### src/design/rtc_pkg.sv
// ----------------------------------------------------------------------------
// rtc_pkg: shared types, constants and helpers of the radix text converter
// Holds the word formats of both channels, status codes, register indexes,
// ASCII constants and the digit classification functions.
// ----------------------------------------------------------------------------
`default_nettype none

package rtc_pkg;

    localparam int WORD_BITS_DEF = 32;
    localparam int RADIX_W       = 6;
    localparam int DIV_BITS      = 4;   // quotient bits resolved per divider step
    localparam int QUEUE_DEPTH   = 2;

    localparam logic [RADIX_W-1:0] RADIX_MIN   = 6'd2;
    localparam logic [RADIX_W-1:0] RADIX_MAX   = 6'd36;
    localparam logic [RADIX_W-1:0] RADIX_RESET = 6'd10;
    localparam logic [RADIX_W-1:0] DIGIT_BAD   = 6'd36;
    localparam logic [RADIX_W-1:0] DIGIT_TEN   = 6'd10;

    // status codes
    localparam logic [2:0] ST_OK       = 3'd0;
    localparam logic [2:0] ST_BAD_SRC  = 3'd1;
    localparam logic [2:0] ST_BAD_CHAR = 3'd2;
    localparam logic [2:0] ST_OVERFLOW = 3'd3;
    localparam logic [2:0] ST_BAD_DST  = 3'd4;

    // configuration register indexes
    localparam int             CFG_IDX_W = 1;
    localparam logic [CFG_IDX_W-1:0] CFG_SRC_RADIX = 1'b0;
    localparam logic [CFG_IDX_W-1:0] CFG_DST_RADIX = 1'b1;

    // ASCII
    localparam logic [7:0] ASC_MINUS = 8'h2D;
    localparam logic [7:0] ASC_0     = 8'h30;
    localparam logic [7:0] ASC_9     = 8'h39;
    localparam logic [7:0] ASC_UA    = 8'h41;
    localparam logic [7:0] ASC_UZ    = 8'h5A;
    localparam logic [7:0] ASC_LA    = 8'h61;
    localparam logic [7:0] ASC_LZ    = 8'h7A;
    localparam logic [7:0] ASC_NUL   = 8'h00;

    typedef struct packed {
        logic [7:0] char_in;
        logic       last_in;
    } t_in_word;

    typedef struct packed {
        logic [7:0] char_out;
        logic [2:0] status;
        logic       last_out;
    } t_out_word;

    // control part of one finished number, handed from front to back
    typedef struct packed {
        logic [2:0]         err;
        logic               neg;
        logic [RADIX_W-1:0] radix;
    } t_job_ctl;

    function automatic logic radix_ok(input logic [RADIX_W-1:0] r);
        return (r >= RADIX_MIN) && (r <= RADIX_MAX);
    endfunction

    // digit value 0..35, DIGIT_BAD for anything else
    function automatic logic [RADIX_W-1:0] char_value(input logic [7:0] c);
        logic [7:0] v;
        v = 8'd0;
        if (c >= ASC_0 && c <= ASC_9) begin
            v = c - ASC_0;
        end else if (c >= ASC_UA && c <= ASC_UZ) begin
            v = c - ASC_UA + {2'b00, DIGIT_TEN};
        end else if (c >= ASC_LA && c <= ASC_LZ) begin
            v = c - ASC_LA + {2'b00, DIGIT_TEN};
        end else begin
            v = {2'b00, DIGIT_BAD};
        end
        return v[RADIX_W-1:0];
    endfunction

    function automatic logic [7:0] digit_char(input logic [RADIX_W-1:0] d);
        logic [7:0] r;
        if (d < DIGIT_TEN) begin
            r = ASC_0 + {2'b00, d};
        end else begin
            r = ASC_UA + {2'b00, d - DIGIT_TEN};
        end
        return r;
    endfunction

endpackage

`default_nettype wire

### src/design/rtc_front.sv
// ----------------------------------------------------------------------------
// rtc_front: character intake and accumulation
// Classifies each character, accumulates the magnitude with an overflow
// check and pushes one job per number into the queue on the final character.
// ----------------------------------------------------------------------------
`default_nettype none

module rtc_front #(
    parameter int WORD_BITS = rtc_pkg::WORD_BITS_DEF
) (
    input  wire                          i_clk,
    input  wire                          i_rst_n,
    input  wire                          i_accept,
    input  rtc_pkg::t_in_word            i_in,
    input  wire [rtc_pkg::RADIX_W-1:0]   i_src_radix,
    input  wire [rtc_pkg::RADIX_W-1:0]   i_dst_radix,
    output logic                         o_push,
    output rtc_pkg::t_job_ctl            o_ctl,
    output logic [WORD_BITS-2:0]         o_mag
);

    localparam int MAG_W = WORD_BITS - 1;
    localparam int SUM_W = MAG_W + rtc_pkg::RADIX_W + 1;

    logic [MAG_W-1:0]            r_mag, n_mag;
    logic                        r_neg, n_neg;
    logic                        r_first;
    logic [2:0]                  r_err, n_err;
    logic [rtc_pkg::RADIX_W-1:0] digit;
    logic [SUM_W-1:0]            sum;
    logic [2:0]                  fin_err;

    assign digit = rtc_pkg::char_value(i_in.char_in);
    assign sum   = SUM_W'(r_mag) * SUM_W'(i_src_radix) + SUM_W'(digit);

    always_comb begin
        n_mag = r_mag;
        n_neg = r_neg;
        n_err = r_err;
        if (r_err == rtc_pkg::ST_OK) begin
            if (!rtc_pkg::radix_ok(i_src_radix)) begin
                n_err = rtc_pkg::ST_BAD_SRC;
            end else if (r_first && i_in.char_in == rtc_pkg::ASC_MINUS) begin
                n_neg = 1'b1;
            end else if (digit >= i_src_radix) begin
                n_err = rtc_pkg::ST_BAD_CHAR;
            end else if (sum[SUM_W-1:MAG_W] != '0) begin
                n_err = rtc_pkg::ST_OVERFLOW;
            end else begin
                n_mag = sum[MAG_W-1:0];
            end
        end
        fin_err = n_err;
        if (n_err == rtc_pkg::ST_OK && !rtc_pkg::radix_ok(i_dst_radix)) begin
            fin_err = rtc_pkg::ST_BAD_DST;
        end
    end

    assign o_push      = i_accept && i_in.last_in;
    assign o_ctl.err   = fin_err;
    assign o_ctl.neg   = n_neg;
    assign o_ctl.radix = i_dst_radix;
    assign o_mag       = n_mag;

    always_ff @(posedge i_clk) begin
        if (!i_rst_n) begin
            r_mag   <= '0;
            r_neg   <= 1'b0;
            r_first <= 1'b1;
            r_err   <= rtc_pkg::ST_OK;
        end else if (i_accept) begin
            if (i_in.last_in) begin
                // drop the number, start fresh
                r_mag   <= '0;
                r_neg   <= 1'b0;
                r_first <= 1'b1;
                r_err   <= rtc_pkg::ST_OK;
            end else begin
                r_mag   <= n_mag;
                r_neg   <= n_neg;
                r_first <= 1'b0;
                r_err   <= n_err;
            end
        end
    end

endmodule

`default_nettype wire

### src/design/rtc_queue.sv
// ----------------------------------------------------------------------------
// rtc_queue: short job queue between front and back
// A small register FIFO; the head entry is visible while not empty.
// ----------------------------------------------------------------------------
`default_nettype none

module rtc_queue #(
    parameter int DATA_W = 8,
    parameter int DEPTH  = rtc_pkg::QUEUE_DEPTH
) (
    input  wire               i_clk,
    input  wire               i_rst_n,
    input  wire               i_push,
    input  wire [DATA_W-1:0]  i_data,
    input  wire               i_pop,
    output logic              o_full,
    output logic              o_empty,
    output logic [DATA_W-1:0] o_data
);

    localparam int PTR_W = (DEPTH > 1) ? $clog2(DEPTH) : 1;
    localparam int CNT_W = $clog2(DEPTH + 1);

    logic [DATA_W-1:0] r_mem [DEPTH];
    logic [PTR_W-1:0]  r_wr_ptr, r_rd_ptr;
    logic [CNT_W-1:0]  r_count;

    function automatic logic [PTR_W-1:0] ptr_next(input logic [PTR_W-1:0] p);
        return (p == PTR_W'(DEPTH - 1)) ? '0 : p + 1'b1;
    endfunction

    assign o_full  = (r_count == CNT_W'(DEPTH));
    assign o_empty = (r_count == '0);
    assign o_data  = r_mem[r_rd_ptr];

    always_ff @(posedge i_clk) begin
        if (i_push) begin
            r_mem[r_wr_ptr] <= i_data;
        end
    end

    always_ff @(posedge i_clk) begin
        if (!i_rst_n) begin
            r_wr_ptr <= '0;
            r_rd_ptr <= '0;
            r_count  <= '0;
        end else begin
            if (i_push) begin
                r_wr_ptr <= ptr_next(r_wr_ptr);
            end
            if (i_pop) begin
                r_rd_ptr <= ptr_next(r_rd_ptr);
            end
            if (i_push && !i_pop) begin
                r_count <= r_count + 1'b1;
            end else if (i_pop && !i_push) begin
                r_count <= r_count - 1'b1;
            end
        end
    end

    a_no_overrun: assert property (@(posedge i_clk) disable iff (!i_rst_n)
        i_push |-> !o_full)
        else $error("push into full job queue");

    a_no_underrun: assert property (@(posedge i_clk) disable iff (!i_rst_n)
        i_pop |-> !o_empty)
        else $error("pop from empty job queue");

    a_count_bound: assert property (@(posedge i_clk) disable iff (!i_rst_n)
        r_count <= CNT_W'(DEPTH))
        else $error("job queue count out of range");

endmodule

`default_nettype wire

### src/design/rtc_back.sv
// ----------------------------------------------------------------------------
// rtc_back: digit generation and output sequencer
// Divides the magnitude repeatedly by the destination radix, a few quotient
// bits per cycle, stores the digits and emits them most significant first.
// ----------------------------------------------------------------------------
`default_nettype none

module rtc_back #(
    parameter int WORD_BITS = rtc_pkg::WORD_BITS_DEF
) (
    input  wire                   i_clk,
    input  wire                   i_rst_n,
    input  wire                   i_valid,
    input  rtc_pkg::t_job_ctl     i_ctl,
    input  wire [WORD_BITS-2:0]   i_mag,
    output logic                  o_pop,
    output logic                  o_strobe,
    output rtc_pkg::t_out_word    o_out
);

    localparam int MAG_W  = WORD_BITS - 1;
    localparam int DB     = rtc_pkg::DIV_BITS;
    localparam int RW     = rtc_pkg::RADIX_W;
    localparam int PAD_W  = ((MAG_W + DB - 1) / DB) * DB;
    localparam int STEPS  = PAD_W / DB;
    localparam int STEP_W = (STEPS > 1) ? $clog2(STEPS) : 1;
    localparam int CNT_W  = $clog2(WORD_BITS);

    typedef enum logic [2:0] {
        S_IDLE,
        S_DIV,
        S_SIGN,
        S_READ,
        S_OUT
    } t_state;

    t_state             r_state;
    logic [PAD_W-1:0]   r_quo;
    logic [RW-1:0]      r_rem;
    logic [RW-1:0]      r_radix;
    logic               r_neg;
    logic [STEP_W-1:0]  r_step;
    logic [CNT_W-1:0]   r_cnt;
    logic [CNT_W-1:0]   r_idx;
    logic [RW-1:0]      r_rd;
    logic               r_strobe;
    rtc_pkg::t_out_word r_out;

    logic [RW-1:0]      r_digits [WORD_BITS];

    logic [PAD_W-1:0]   div_quo;
    logic [RW-1:0]      div_rem;
    logic               step_last;
    logic               wr_en;

    // restoring division, DB quotient bits per cycle
    always_comb begin
        logic [RW:0] t;
        div_rem = r_rem;
        div_quo = r_quo;
        for (int k = 0; k < DB; k++) begin
            t       = {div_rem, div_quo[PAD_W-1]};
            div_quo = {div_quo[PAD_W-2:0], 1'b0};
            if (t >= {1'b0, r_radix}) begin
                t          = t - {1'b0, r_radix};
                div_quo[0] = 1'b1;
            end
            div_rem = t[RW-1:0];
        end
    end

    assign step_last = (r_step == STEP_W'(STEPS - 1));
    assign wr_en     = (r_state == S_DIV) && step_last;
    assign o_pop     = (r_state == S_IDLE) && i_valid;
    assign o_strobe  = r_strobe;
    assign o_out     = r_out;

    always_ff @(posedge i_clk) begin
        if (wr_en) begin
            r_digits[r_cnt] <= div_rem;
        end
        r_rd <= r_digits[r_idx];
    end

    always_ff @(posedge i_clk) begin
        if (!i_rst_n) begin
            r_state  <= S_IDLE;
            r_strobe <= 1'b0;
        end else begin
            r_strobe <= 1'b0;
            unique case (r_state)
                S_IDLE: begin
                    if (i_valid) begin
                        r_neg   <= i_ctl.neg;
                        r_radix <= i_ctl.radix;
                        if (i_ctl.err != rtc_pkg::ST_OK) begin
                            r_out    <= '{rtc_pkg::ASC_NUL, i_ctl.err, 1'b1};
                            r_strobe <= 1'b1;
                        end else if (i_mag == '0) begin
                            r_out    <= '{rtc_pkg::ASC_0, rtc_pkg::ST_OK, 1'b1};
                            r_strobe <= 1'b1;
                        end else begin
                            r_quo   <= PAD_W'(i_mag);
                            r_rem   <= '0;
                            r_step  <= '0;
                            r_cnt   <= '0;
                            r_state <= S_DIV;
                        end
                    end
                end
                S_DIV: begin
                    r_quo <= div_quo;
                    if (step_last) begin
                        r_cnt  <= r_cnt + 1'b1;
                        r_rem  <= '0;
                        r_step <= '0;
                        if (div_quo == '0) begin
                            r_idx   <= r_cnt;
                            r_state <= r_neg ? S_SIGN : S_READ;
                        end
                    end else begin
                        r_rem  <= div_rem;
                        r_step <= r_step + 1'b1;
                    end
                end
                S_SIGN: begin
                    r_out    <= '{rtc_pkg::ASC_MINUS, rtc_pkg::ST_OK, 1'b0};
                    r_strobe <= 1'b1;
                    r_state  <= S_READ;
                end
                S_READ: begin
                    r_state <= S_OUT;
                end
                S_OUT: begin
                    r_out    <= '{rtc_pkg::digit_char(r_rd), rtc_pkg::ST_OK,
                                  (r_idx == '0)};
                    r_strobe <= 1'b1;
                    if (r_idx == '0) begin
                        r_state <= S_IDLE;
                    end else begin
                        r_idx   <= r_idx - 1'b1;
                        r_state <= S_READ;
                    end
                end
                default: begin
                    r_state <= S_IDLE;
                end
            endcase
        end
    end

    a_err_word: assert property (@(posedge i_clk) disable iff (!i_rst_n)
        (o_strobe && o_out.status != rtc_pkg::ST_OK)
            |-> (o_out.last_out && o_out.char_out == rtc_pkg::ASC_NUL))
        else $error("error word must be a single final word with zero char");

    a_pop_starts: assert property (@(posedge i_clk) disable iff (!i_rst_n)
        o_pop |=> (r_strobe || r_state == S_DIV))
        else $error("popped job neither emitted nor started dividing");

    a_digit_bound: assert property (@(posedge i_clk) disable iff (!i_rst_n)
        (r_state == S_DIV) |-> (r_cnt <= CNT_W'(WORD_BITS - 1)))
        else $error("digit count beyond buffer depth");

endmodule

`default_nettype wire

### src/design/radix_text_converter.sv
// ----------------------------------------------------------------------------
// radix_text_converter: signed number text conversion between radixes
// Reads a number as ASCII text one character per word and writes it back
// as ASCII text in another radix, or one status word on error.
// ----------------------------------------------------------------------------
// Usage:
//   Input channel: drive i_in with start high; the word is taken at the edge
//   where start is high and busy is low. Mark the final character with
//   last_in. An optional leading '-' makes the number negative.
//   Config channel: i_cfg_valid with i_cfg_index / i_cfg_data; o_cfg_ready is
//   always high. Write only while no number is in flight.
//   Output: each word appears on o_out for one cycle with o_strobe high. The
//   receiver cannot stall; it must take every strobed word.
// Operation:
//   A character that is not final only updates the partial number. The final
//   character pushes the number into a two-entry job queue; busy is high
//   while it is full. The back end picks up a job when idle; an error or
//   zero result is written out directly as a single word. Otherwise the
//   magnitude is divided by the destination radix, four quotient bits per
//   cycle and one full division per digit, then the sign is emitted if
//   negative and each digit is read from the buffer, then registered out.
// Reset: synchronous, active low; both radixes return to 10, the partial
//   number and the queue are dropped.
// ----------------------------------------------------------------------------
`default_nettype none

module radix_text_converter #(
    parameter int WORD_BITS = rtc_pkg::WORD_BITS_DEF
) (
    input  wire                            i_clk,
    input  wire                            i_rst_n,
    // input words
    input  wire                            start,
    output logic                           busy,
    input  rtc_pkg::t_in_word              i_in,
    // configuration writes
    input  wire                            i_cfg_valid,
    output logic                           o_cfg_ready,
    input  wire [rtc_pkg::CFG_IDX_W-1:0]   i_cfg_index,
    input  wire [rtc_pkg::RADIX_W-1:0]     i_cfg_data,
    // result words
    output logic                           o_strobe,
    output rtc_pkg::t_out_word             o_out
);

    localparam int MAG_W = WORD_BITS - 1;
    localparam int JOB_W = $bits(rtc_pkg::t_job_ctl) + MAG_W;

    logic [rtc_pkg::RADIX_W-1:0] r_src_radix;
    logic [rtc_pkg::RADIX_W-1:0] r_dst_radix;

    logic               accept;
    logic               push;
    rtc_pkg::t_job_ctl  front_ctl;
    logic [MAG_W-1:0]   front_mag;
    logic               q_full;
    logic               q_empty;
    logic               pop;
    logic [JOB_W-1:0]   q_head;
    rtc_pkg::t_job_ctl  back_ctl;
    logic [MAG_W-1:0]   back_mag;

    // hold off new characters while the job queue is full
    assign busy        = q_full;
    assign accept      = start && !busy;
    assign o_cfg_ready = 1'b1;

    always_ff @(posedge i_clk) begin
        if (!i_rst_n) begin
            r_src_radix <= rtc_pkg::RADIX_RESET;
            r_dst_radix <= rtc_pkg::RADIX_RESET;
        end else if (i_cfg_valid) begin
            unique case (i_cfg_index)
                rtc_pkg::CFG_SRC_RADIX: r_src_radix <= i_cfg_data;
                rtc_pkg::CFG_DST_RADIX: r_dst_radix <= i_cfg_data;
                default: begin
                end
            endcase
        end
    end

    rtc_front #(
        .WORD_BITS (WORD_BITS)
    ) u_front (
        .i_clk       (i_clk),
        .i_rst_n     (i_rst_n),
        .i_accept    (accept),
        .i_in        (i_in),
        .i_src_radix (r_src_radix),
        .i_dst_radix (r_dst_radix),
        .o_push      (push),
        .o_ctl       (front_ctl),
        .o_mag       (front_mag)
    );

    rtc_queue #(
        .DATA_W (JOB_W),
        .DEPTH  (rtc_pkg::QUEUE_DEPTH)
    ) u_queue (
        .i_clk   (i_clk),
        .i_rst_n (i_rst_n),
        .i_push  (push),
        .i_data  ({front_ctl, front_mag}),
        .i_pop   (pop),
        .o_full  (q_full),
        .o_empty (q_empty),
        .o_data  (q_head)
    );

    // split the queue head back into control and magnitude
    assign back_ctl = rtc_pkg::t_job_ctl'(q_head[JOB_W-1:MAG_W]);
    assign back_mag = q_head[MAG_W-1:0];

    rtc_back #(
        .WORD_BITS (WORD_BITS)
    ) u_back (
        .i_clk    (i_clk),
        .i_rst_n  (i_rst_n),
        .i_valid  (!q_empty),
        .i_ctl    (back_ctl),
        .i_mag    (back_mag),
        .o_pop    (pop),
        .o_strobe (o_strobe),
        .o_out    (o_out)
    );

endmodule

`default_nettype wire
### config.mk
export PLATFORM = sky130hd
export DESIGN_NAME = radix_text_converter
export DESIGN_NICKNAME = d
export VERILOG_FILES = /design/src/design/rtc_pkg.sv /design/src/design/rtc_front.sv /design/src/design/rtc_queue.sv /design/src/design/rtc_back.sv /design/src/design/radix_text_converter.sv
export SDC_FILE = /design/constraint.sdc
export NUM_CORES = 1
export LEC_CHECK = 0
export BUFFER_PORTS_ARGS = -buffer_cell sky130_fd_sc_hd__buf_4
export CAP_MARGIN = 10
export CORE_MARGIN = 2
export CORE_UTILIZATION = 45
export CTS_CLUSTER_DIAMETER = 200
export CTS_CLUSTER_SIZE = 28
export DETAILED_ROUTE_END_ITERATION = 8
export GPL_TIMING_DRIVEN = 0
export PLACE_DENSITY = 0.63
export SYNTH_ARGS = -nofsm -noshare
export SYNTH_HDL_FRONTEND = slang
export SYNTH_HIERARCHICAL = 1
export SYNTH_SLANG_ARGS = --single-unit
### constraint.sdc
create_clock -name i_clk -period 7.5 [get_ports i_clk]
set_clock_uncertainty 0.15 [all_clocks]
set_input_delay 1.125 -clock i_clk [delete_from_list [all_inputs] [get_ports i_clk]]
set_output_delay 1.125 -clock i_clk [all_outputs]
set_load 0.005 [all_outputs]
* Word-level counts from Yosys, hierarchy flattened
Memory sizes are Yosys's and may differ from the RTL's. A register that Yosys moved wholly into a read port is not among the register bits.
Index checks and enable logic that the tools add are counted.
** Storage, ports and cells
- Register bits :: 126
- Memory bits (writable) :: 274
- Input bits :: 20
- Logic and storage cells :: 195
- Memories :: 2
** Memory list
- u_back.r_digits :: words 32, bits a word 6, read ports 1, clocked after memory_dff 1, wr ports 1, line rtc_back.sv:49 : logic [RW-1:0] r_digits [WORD_BITS];
- u_queue.r_mem :: words 2, bits a word 41, read ports 1, clocked after memory_dff 1, wr ports 1, line rtc_queue.sv:24 : logic [DATA_W-1:0] r_mem [DEPTH];
** Cells by class
- Add/subtract/negate cells :: 20
- Multipliers :: 1
- $lt $le $gt $ge :: 16
- Equality and inequality tests :: 14
- Multiplexer cells :: 79
- Bitwise logic cells :: 2
- Reductions and logical operators :: 40
** Operators with widths (count)
- two-way mux 31 bit :: 6
- two-way mux 32 bit :: 3
- two-way mux 6 bit :: 11
- one-hot mux 32 bit (2 select lines) :: 1
- two-way mux 3 bit :: 16
- adder 37 x 6 -> 38 bit :: 1
- multiplier 31 x 6 -> 37 bit :: 1
- two-way mux 12 bit :: 3
- one-hot mux 12 bit (3 select lines) :: 1
- two-way mux 5 bit :: 7
- zero test 32 bit :: 1
- zero test 31 bit :: 1
- greater-or-equal comparator 7 x 6 -> 1 bit :: 4
- subtractor 6 bit :: 4
- two-way mux 1 bit :: 21
- one-hot mux 5 bit (2 select lines) :: 2
- greater-or-equal comparator 8 x 7 -> 1 bit (second input constant) :: 2
- less-or-equal comparator 8 x 7 -> 1 bit (second input constant) :: 2
- one-hot mux 3 bit (5 select lines) :: 1
- AND reduction 5 bit :: 3
- logical AND 1 bit :: 13
- adder 6 x 4 -> 6 bit (second input constant) :: 2
- greater-or-equal comparator 6 x 2 -> 1 bit (second input constant) :: 2
- less-or-equal comparator 6 bit (second input constant) :: 2
- other kinds (41) :: 62

* Depth between registers and ports, before layout
- Word-level depth :: 15
- Depth in mapped cells :: 31
- Mapped depth without buffers :: 31

* Modules after synthesis
Netlist, hierarchy kept.
** By module, submodules not included
- rtc_back :: instances 1, cells each 858, area an instance 12649.6 sq um, seq. area each 8067.7 sq um
- rtc_front :: instances 1, cells each 1119, area an instance 9128.8 sq um, seq. area each 720.7 sq um
- rtc_queue :: instances 1, cells each 150, area an instance 3168.0 sq um, seq. area each 2562.5 sq um
- radix_text_converter :: instances 1, cells each 54, area an instance 516.7 sq um, seq. area each 240.2 sq um

* Worst setup path before layout
OpenSTA, ideal clock, no wires.
- Path kind :: register -> register
- Start :: register u_back.r_radix[1]
- End :: memory u_back/r_digits[0][3] in the netlist's numbering (data pin)
- Library setup time :: 0.454 ns
- Arrival :: 7.669 ns
- Setup slack :: -0.773 ns
- Stages on the path, launching flop included :: 29
- Buffers on the path :: 1
- Cells stage by stage :: edfxtp_1 inv_1 ha_1 nor2b_4 o31a_1 a221oi_1 a21o_1 ha_1 and3_4 a311oi_2 a31oi_1 nor2_1 mux2_2 ha_1 and4_1 a31oi_1 o311ai_1 a31o_1 o21ai_0 a21boi_0 ha_1 nor2b_1 o21ai_0 a21oi_1 o21ai_0 a21oi_1 or3_1 buf_6 o21ai_0
** On the way
- Word-level cells in the longest chain between the ends :: 8
- Elaborated cells between the ends (all ways) :: 12
- Classes of those cells :: add/sub (4); order compare (4); mux (4)
** Ends and longest elaborated chain
- from (decl) :: line rtc_back.sv:40 : logic [RW-1:0] r_radix;
- from (signal assigned) :: line rtc_back.sv:95 : r_radix <= i_ctl.radix;
- subtractor 6 bit or greater-or-equal comparator 7 x 6 -> 1 bit (tied branches) :: line rtc_back.sv:65, rtc_back.sv:64
- two-way mux 6 bit :: line rtc_back.sv:64 : if (t >= {1'b0, r_radix}) begin
- subtractor 6 bit or greater-or-equal comparator 7 x 6 -> 1 bit (tied branches) :: line rtc_back.sv:65, rtc_back.sv:64
- two-way mux 6 bit :: line rtc_back.sv:64
- greater-or-equal comparator 7 x 6 -> 1 bit or subtractor 6 bit (tied branches) :: line rtc_back.sv:64, rtc_back.sv:65
- two-way mux 6 bit :: line rtc_back.sv:64
- subtractor 6 bit or greater-or-equal comparator 7 x 6 -> 1 bit (tied branches) :: line rtc_back.sv:65, rtc_back.sv:64
- two-way mux 6 bit (*) :: line rtc_back.sv:64
- via u_back.div_rem[3] :: line rtc_back.sv:52 : logic [RW-1:0] div_rem;
- to (decl) :: line rtc_back.sv:49
Mark *: on every way through the listed nets, which the timed path passes. The rest lies on a longest branch.

* Final worst setup path
- Start :: register u_back.r_rem[4]
- End :: register u_back.r_idx[4] (enable)
** On the way
- Word-level cells in the longest chain between the ends :: 11
- Elaborated cells between the ends (all ways) :: 17
- Classes of those cells :: add/sub (3); order compare (4); eq/ne (1); mux (7); reduce/logical (2)
** Ends and longest elaborated chain
- from (decl) :: line rtc_back.sv:39 : logic [RW-1:0] r_rem;
- from (signal assigned) :: line rtc_back.sv:122 : r_rem <= div_rem;
- subtractor 6 bit or greater-or-equal comparator 7 x 6 -> 1 bit (tied branches) :: line rtc_back.sv:65, rtc_back.sv:64
- two-way mux 6 bit :: line rtc_back.sv:64
- greater-or-equal comparator 7 x 6 -> 1 bit or subtractor 6 bit (tied branches) :: line rtc_back.sv:64, rtc_back.sv:65
- two-way mux 6 bit :: line rtc_back.sv:64
- subtractor 6 bit or greater-or-equal comparator 7 x 6 -> 1 bit (tied branches) :: line rtc_back.sv:65, rtc_back.sv:64
- two-way mux 6 bit :: line rtc_back.sv:64
- greater-or-equal comparator 7 x 6 -> 1 bit :: line rtc_back.sv:64
- two-way mux 1 bit :: line rtc_back.sv:64
- zero test 32 bit (*) :: line rtc_back.sv:117 : if (div_quo == '0) begin
- inequality test 2 bit (no line) (*)
- AND reduction 5 bit (no line) (*)
- to (signal assigned) :: line rtc_back.sv:118 : r_idx <= r_cnt;
- to (signal assigned) :: line rtc_back.sv:141 : r_idx <= r_idx - 1'b1;
- to (decl) :: line rtc_back.sv:44 : logic [CNT_W-1:0] r_idx;
Every way passes the cells marked *; elsewhere a longest branch is shown, timed or not.
A chain may end at the register's enable or synchronous reset.

==> impl_metrics.json <==
{
  "status": "complete, no violations",
  "clock_sinks": 407,
  "die_area_um2": 58500,
  "grt_max_degree": 38,
  "worstSetupPathDepth": 26,
  "finalSetupTns_ns": 0,
  "synth-main-ff-cell": "edfxtp_1",
  "r2r-start": "u_back/r_rem[4]",
  "worstMarginPinSlew_ns": 1.30,
  "finalHoldViolCount": 0,
  "clk_pin_slew_ns": 0.10,
  "regToRegSetupSlack_ns": 0.13,
  "startpoint_type": "flip-flop",
  "syn_inst": 2181,
  "path_class": "reg -> reg",
  "grt_pass1_wl_um": 99600,
  "grt_antenna_before_repair": 2,
  "slew_viol_final": 0,
  "cp_slowest_cell": "edfxtp_1",
  "setup_viol_count_final": 0,
  "drc": 0,
  "post_dp_cell_area_um2": 26800,
  "min_period_ns": 7.37,
  "clockPowerShare": 0.077,
  "slew_headroom": 0.126,
  "synth_seq_cells": 407,
  "hold_buffers": 0,
  "worst_ir_drop_vdd_uv": 1560,
  "critPathLaunch": "u_back/r_rem[4]",
  "finalPower_uw": 14800,
  "cap_violations": 0,
  "port-buffer-count": 31,
  "antenna_left": 0,
  "insertion_delay_ns": 0.55,
  "grt_pass1_vias": 17358,
  "yosysSeqAreaShare": 0.455,
  "cts-root-buf": "clkbuf_16",
  "post-place-ws_ns": -1.86,
  "drt_iter0_markers": 1359,
  "crit_end": "u_back/r_idx[4]",
  "crit_path_max_incr_delay_ns": 0.48,
  "ios": 35,
  "synth.avg_cell_area_um2": 11.7,
  "cp_top_family": "compound AO/OA/AOI/OAI gates",
  "required_ns": 7.56,
  "fin_crit_sh": 0.983,
  "timing.fmax_ghz": 0.136,
  "layout-drive-gt1-share": 0.158,
  "nets": 2569,
  "stdcell_area_um2": 28100,
  "r2r_cells": 26,
  "cts.path.max_buffers": 3,
  "firstDrtPassIters": 5,
  "cts_buffers": 18,
  "via_per_inst": 5.66,
  "p_per_area_nw_per_um2": 527,
  "hold_class": "reg -> reg",
  "p_sw_frac": 0.415,
  "wire_per_inst_um": 20.9,
  "cts_max_level": 1,
  "die_h_um": 242,
  "rows": 87,
  "overflow": 0,
  "synth_area_um2": 25500,
  "cts_tree": "yes",
  "synth-async-reset-ratio": 0,
  "power_frac_comb": 0.556,
  "r2r-end": "u_back/r_idx[4]",
  "end_kind": "flip-flop",
  "worst-path-buf-inv": 1,
  "nFillCells": 4997,
  "p_int_uw": 8670,
  "routed_wirelength_um": 64000,
  "hpwl_um": 47900,
  "finalWeightedCongestion": 0.951,
  "p_leak_uw": 0.0109,
  "vias": 17306,
  "setup_slack_ns": 0.125,
  "power_frac_seq": 0.367,
  "yosysUniqueCellTypes": 99,
  "synth_edf_count": 344,
  "crit_top_cell": "ha_4",
  "synthToLayoutAreaGrowth_pct": 10.5,
  "switchingPower_uw": 6160,
  "syn_nets": 2460,
  "yosys_warnings": 6,
  "whs_ns": 0.354,
  "start_util": 0.453,
  "grt.total_usage": 0.217,
  "die_x_um": 242,
  "crit_fanout": 6,
  "crit_arrival_ns": 7.44,
  "core_area_um2": 56200
}
==> per-layer routing <==
metal	routed length [um]	vias to the layer above	track usage
met4	1920	0	0.0641
met5	0	-	0
li1	-	8005	-
met3	3310	98	0.0222
met1	28000	8641	0.300
met2	30800	562	0.363
==> how the worst min path moves through the flow <==
stage                     startpoint          endpoint  depth (start not counted)
floorplan            u_front/r_first   u_front/r_first                          2
global placement    u_front/r_err[2]  u_front/r_err[2]                          1
detailed placement     u_front/r_neg     u_front/r_neg                          1
CTS                    u_front/r_neg     u_front/r_neg                          1
global route        u_front/r_err[2]  u_front/r_err[2]                          1
finish                 u_front/r_neg     u_front/r_neg                          1
==> placed cells by master (no fill, tap or decap), types with 13 or more instances in the layout <==
| master | Yosys | layout |
|---|---|---|
| o21ai_0 | 89 | 78 |
| fa_1 | 124 | 124 |
| xor2_1 | 26 | 26 |
| nand2b_1 | 23 | 23 |
| buf_4 | 10 | 92 |
| nor2_1 | 108 | 105 |
| ha_1 | 135 | 126 |
| buf_1 | 14 | 14 |
| nor4_1 | 21 | 21 |
| mux2_2 | 48 | 48 |
| nand2_1 | 247 | 246 |
| edfxtp_1 | 344 | 344 |
| xnor2_1 | 37 | 37 |
| and2_1 | 152 | 151 |
| o211ai_1 | 15 | 15 |
| nand3_1 | 41 | 41 |
| inv_1 | 148 | 144 |
| a21o_1 | 25 | 25 |
| dfxtp_1 | 63 | 60 |
| nor3_1 | 21 | 20 |
| mux4_2 | 60 | 60 |
| buf_2 | 10 | 13 |
| clkbuf_1 | 69 | 64 |
| nand4_1 | 29 | 29 |
| clkbuf_2 | 1 | 13 |
| a21oi_1 | 75 | 71 |
| clkbuf_16 | 0 | 18 |
==> sequential cells by signal, summed over array words and instances, names as in the netlist, named ones only <==
signal	flops
u_back/r_quo	32
u_back/o_out	12
u_queue/r_mem	82
r_dst_radix	6
u_back/r_step	3
u_queue/r_rd_ptr	1
u_back/r_radix	6
u_back/o_strobe	1
u_queue/r_wr_ptr	1
r_src_radix	6
u_back/r_state	3
u_back/r_idx	5
u_queue/r_count	2
u_back/r_digits	192
u_front/r_err	3
u_back/r_rd	6
u_front/r_first	1
u_back/r_rem	6
u_back/r_cnt	5
u_front/r_neg	1
u_back/r_neg	1
u_front/r_mag	31
==> synth_stat cells, types with 10 or more instances <==
library cell | n | share of area
fa_1 | 124 | 0.097
a31oi_1 | 11 | 0.0027
nand3_1 | 41 | 0.0081
nand2_1 | 247 | 0.036
inv_1 | 148 | 0.022
xnor2_1 | 37 | 0.013
a21oi_1 | 75 | 0.015
o211ai_1 | 15 | 0.0044
o21bai_1 | 10 | 0.0029
nor2_1 | 108 | 0.016
and3_1 | 13 | 0.0032
buf_2 | 10 | 0.0020
edfxtp_1 | 344 | 0.41
mux2i_1 | 12 | 0.0047
nor3_1 | 21 | 0.0041
o21a_1 | 11 | 0.0032
dfxtp_1 | 63 | 0.050
ha_1 | 135 | 0.066
nand2b_1 | 23 | 0.0057
nor4_1 | 21 | 0.0052
a21o_1 | 25 | 0.0074
buf_4 | 10 | 0.0029
clkbuf_1 | 69 | 0.010
and2_1 | 152 | 0.037
mux4_2 | 60 | 0.053
mux2_2 | 48 | 0.021
o311ai_1 | 10 | 0.0034
o21ai_0 | 89 | 0.017
buf_1 | 14 | 0.0021
nand4_1 | 29 | 0.0071
xor2_1 | 26 | 0.0089
nor2b_1 | 14 | 0.0034
==> logic make-up (layout without fill, tap and decap cells) <==
| kind of cell | after synthesis | in the layout | share of synthesized area |
|---|---|---|---|
| muxes | 132 | 132 | 0.0855 |
| AOI/OAI and AO/OA | 341 | 342 | 0.0890 |
| adders and majority gates | 259 | 259 | 0.164 |
| other | 1 | 2 | 0.000147 |
| and+or+nand+nor | 717 | 717 | 0.142 |
| buffers and inverters | 261 | 381 | 0.0427 |
| xor gates and xnor gates | 63 | 63 | 0.0217 |
| DFF | 407 | 407 | 0.455 |
==> power groups by stage <==
| stage | logic, uW | registers (uW) | clock network [uW] |
|---|---|---|---|
| floorplan | 3890 | 5400 | 0 |
| global route | 8890 | 5450 | 1260 |
| detailed placement | 5930 | 5040 | 0 |
| CTS | 7560 | 5430 | 1190 |
| finish | 8250 | 5430 | 1140 |
| global placement | 5390 | 4980 | 0 |
==> metrics by stage <==
step,std cells,util
6_report,3059,0.501
2_1_floorplan,2181,-
3_5_place_dp,2973,0.477
4_1_cts,3027,0.493
3_3_place_gp,2968,0.475
5_1_grt,3058,0.501
==> cell type report <==
cell class	instances	area, um2	share of cell area
antenna	1	2.50	0.0000890
multi-input combinational	1514	13200	0.470
buffer	111	549	0.0195
clock inverter	2	32.5	0.00116
timing repair buffer	89	734	0.0261
clock buffer	30	495	0.0176
tap	756	946	0.0336
inverter	149	564	0.0201
sequential	407	11600	0.412
==> repair_timing <==
item | 4_1_cts | 5_1_grt
gates cloned | 1 | 0
endpoints found under the setup margin | 278 | 275
gates resized for setup | 53 | 61
pin swaps | 10 | 21
buffers inserted | 21 | 32
No activity file was read; power rests on OpenSTA's default activity.
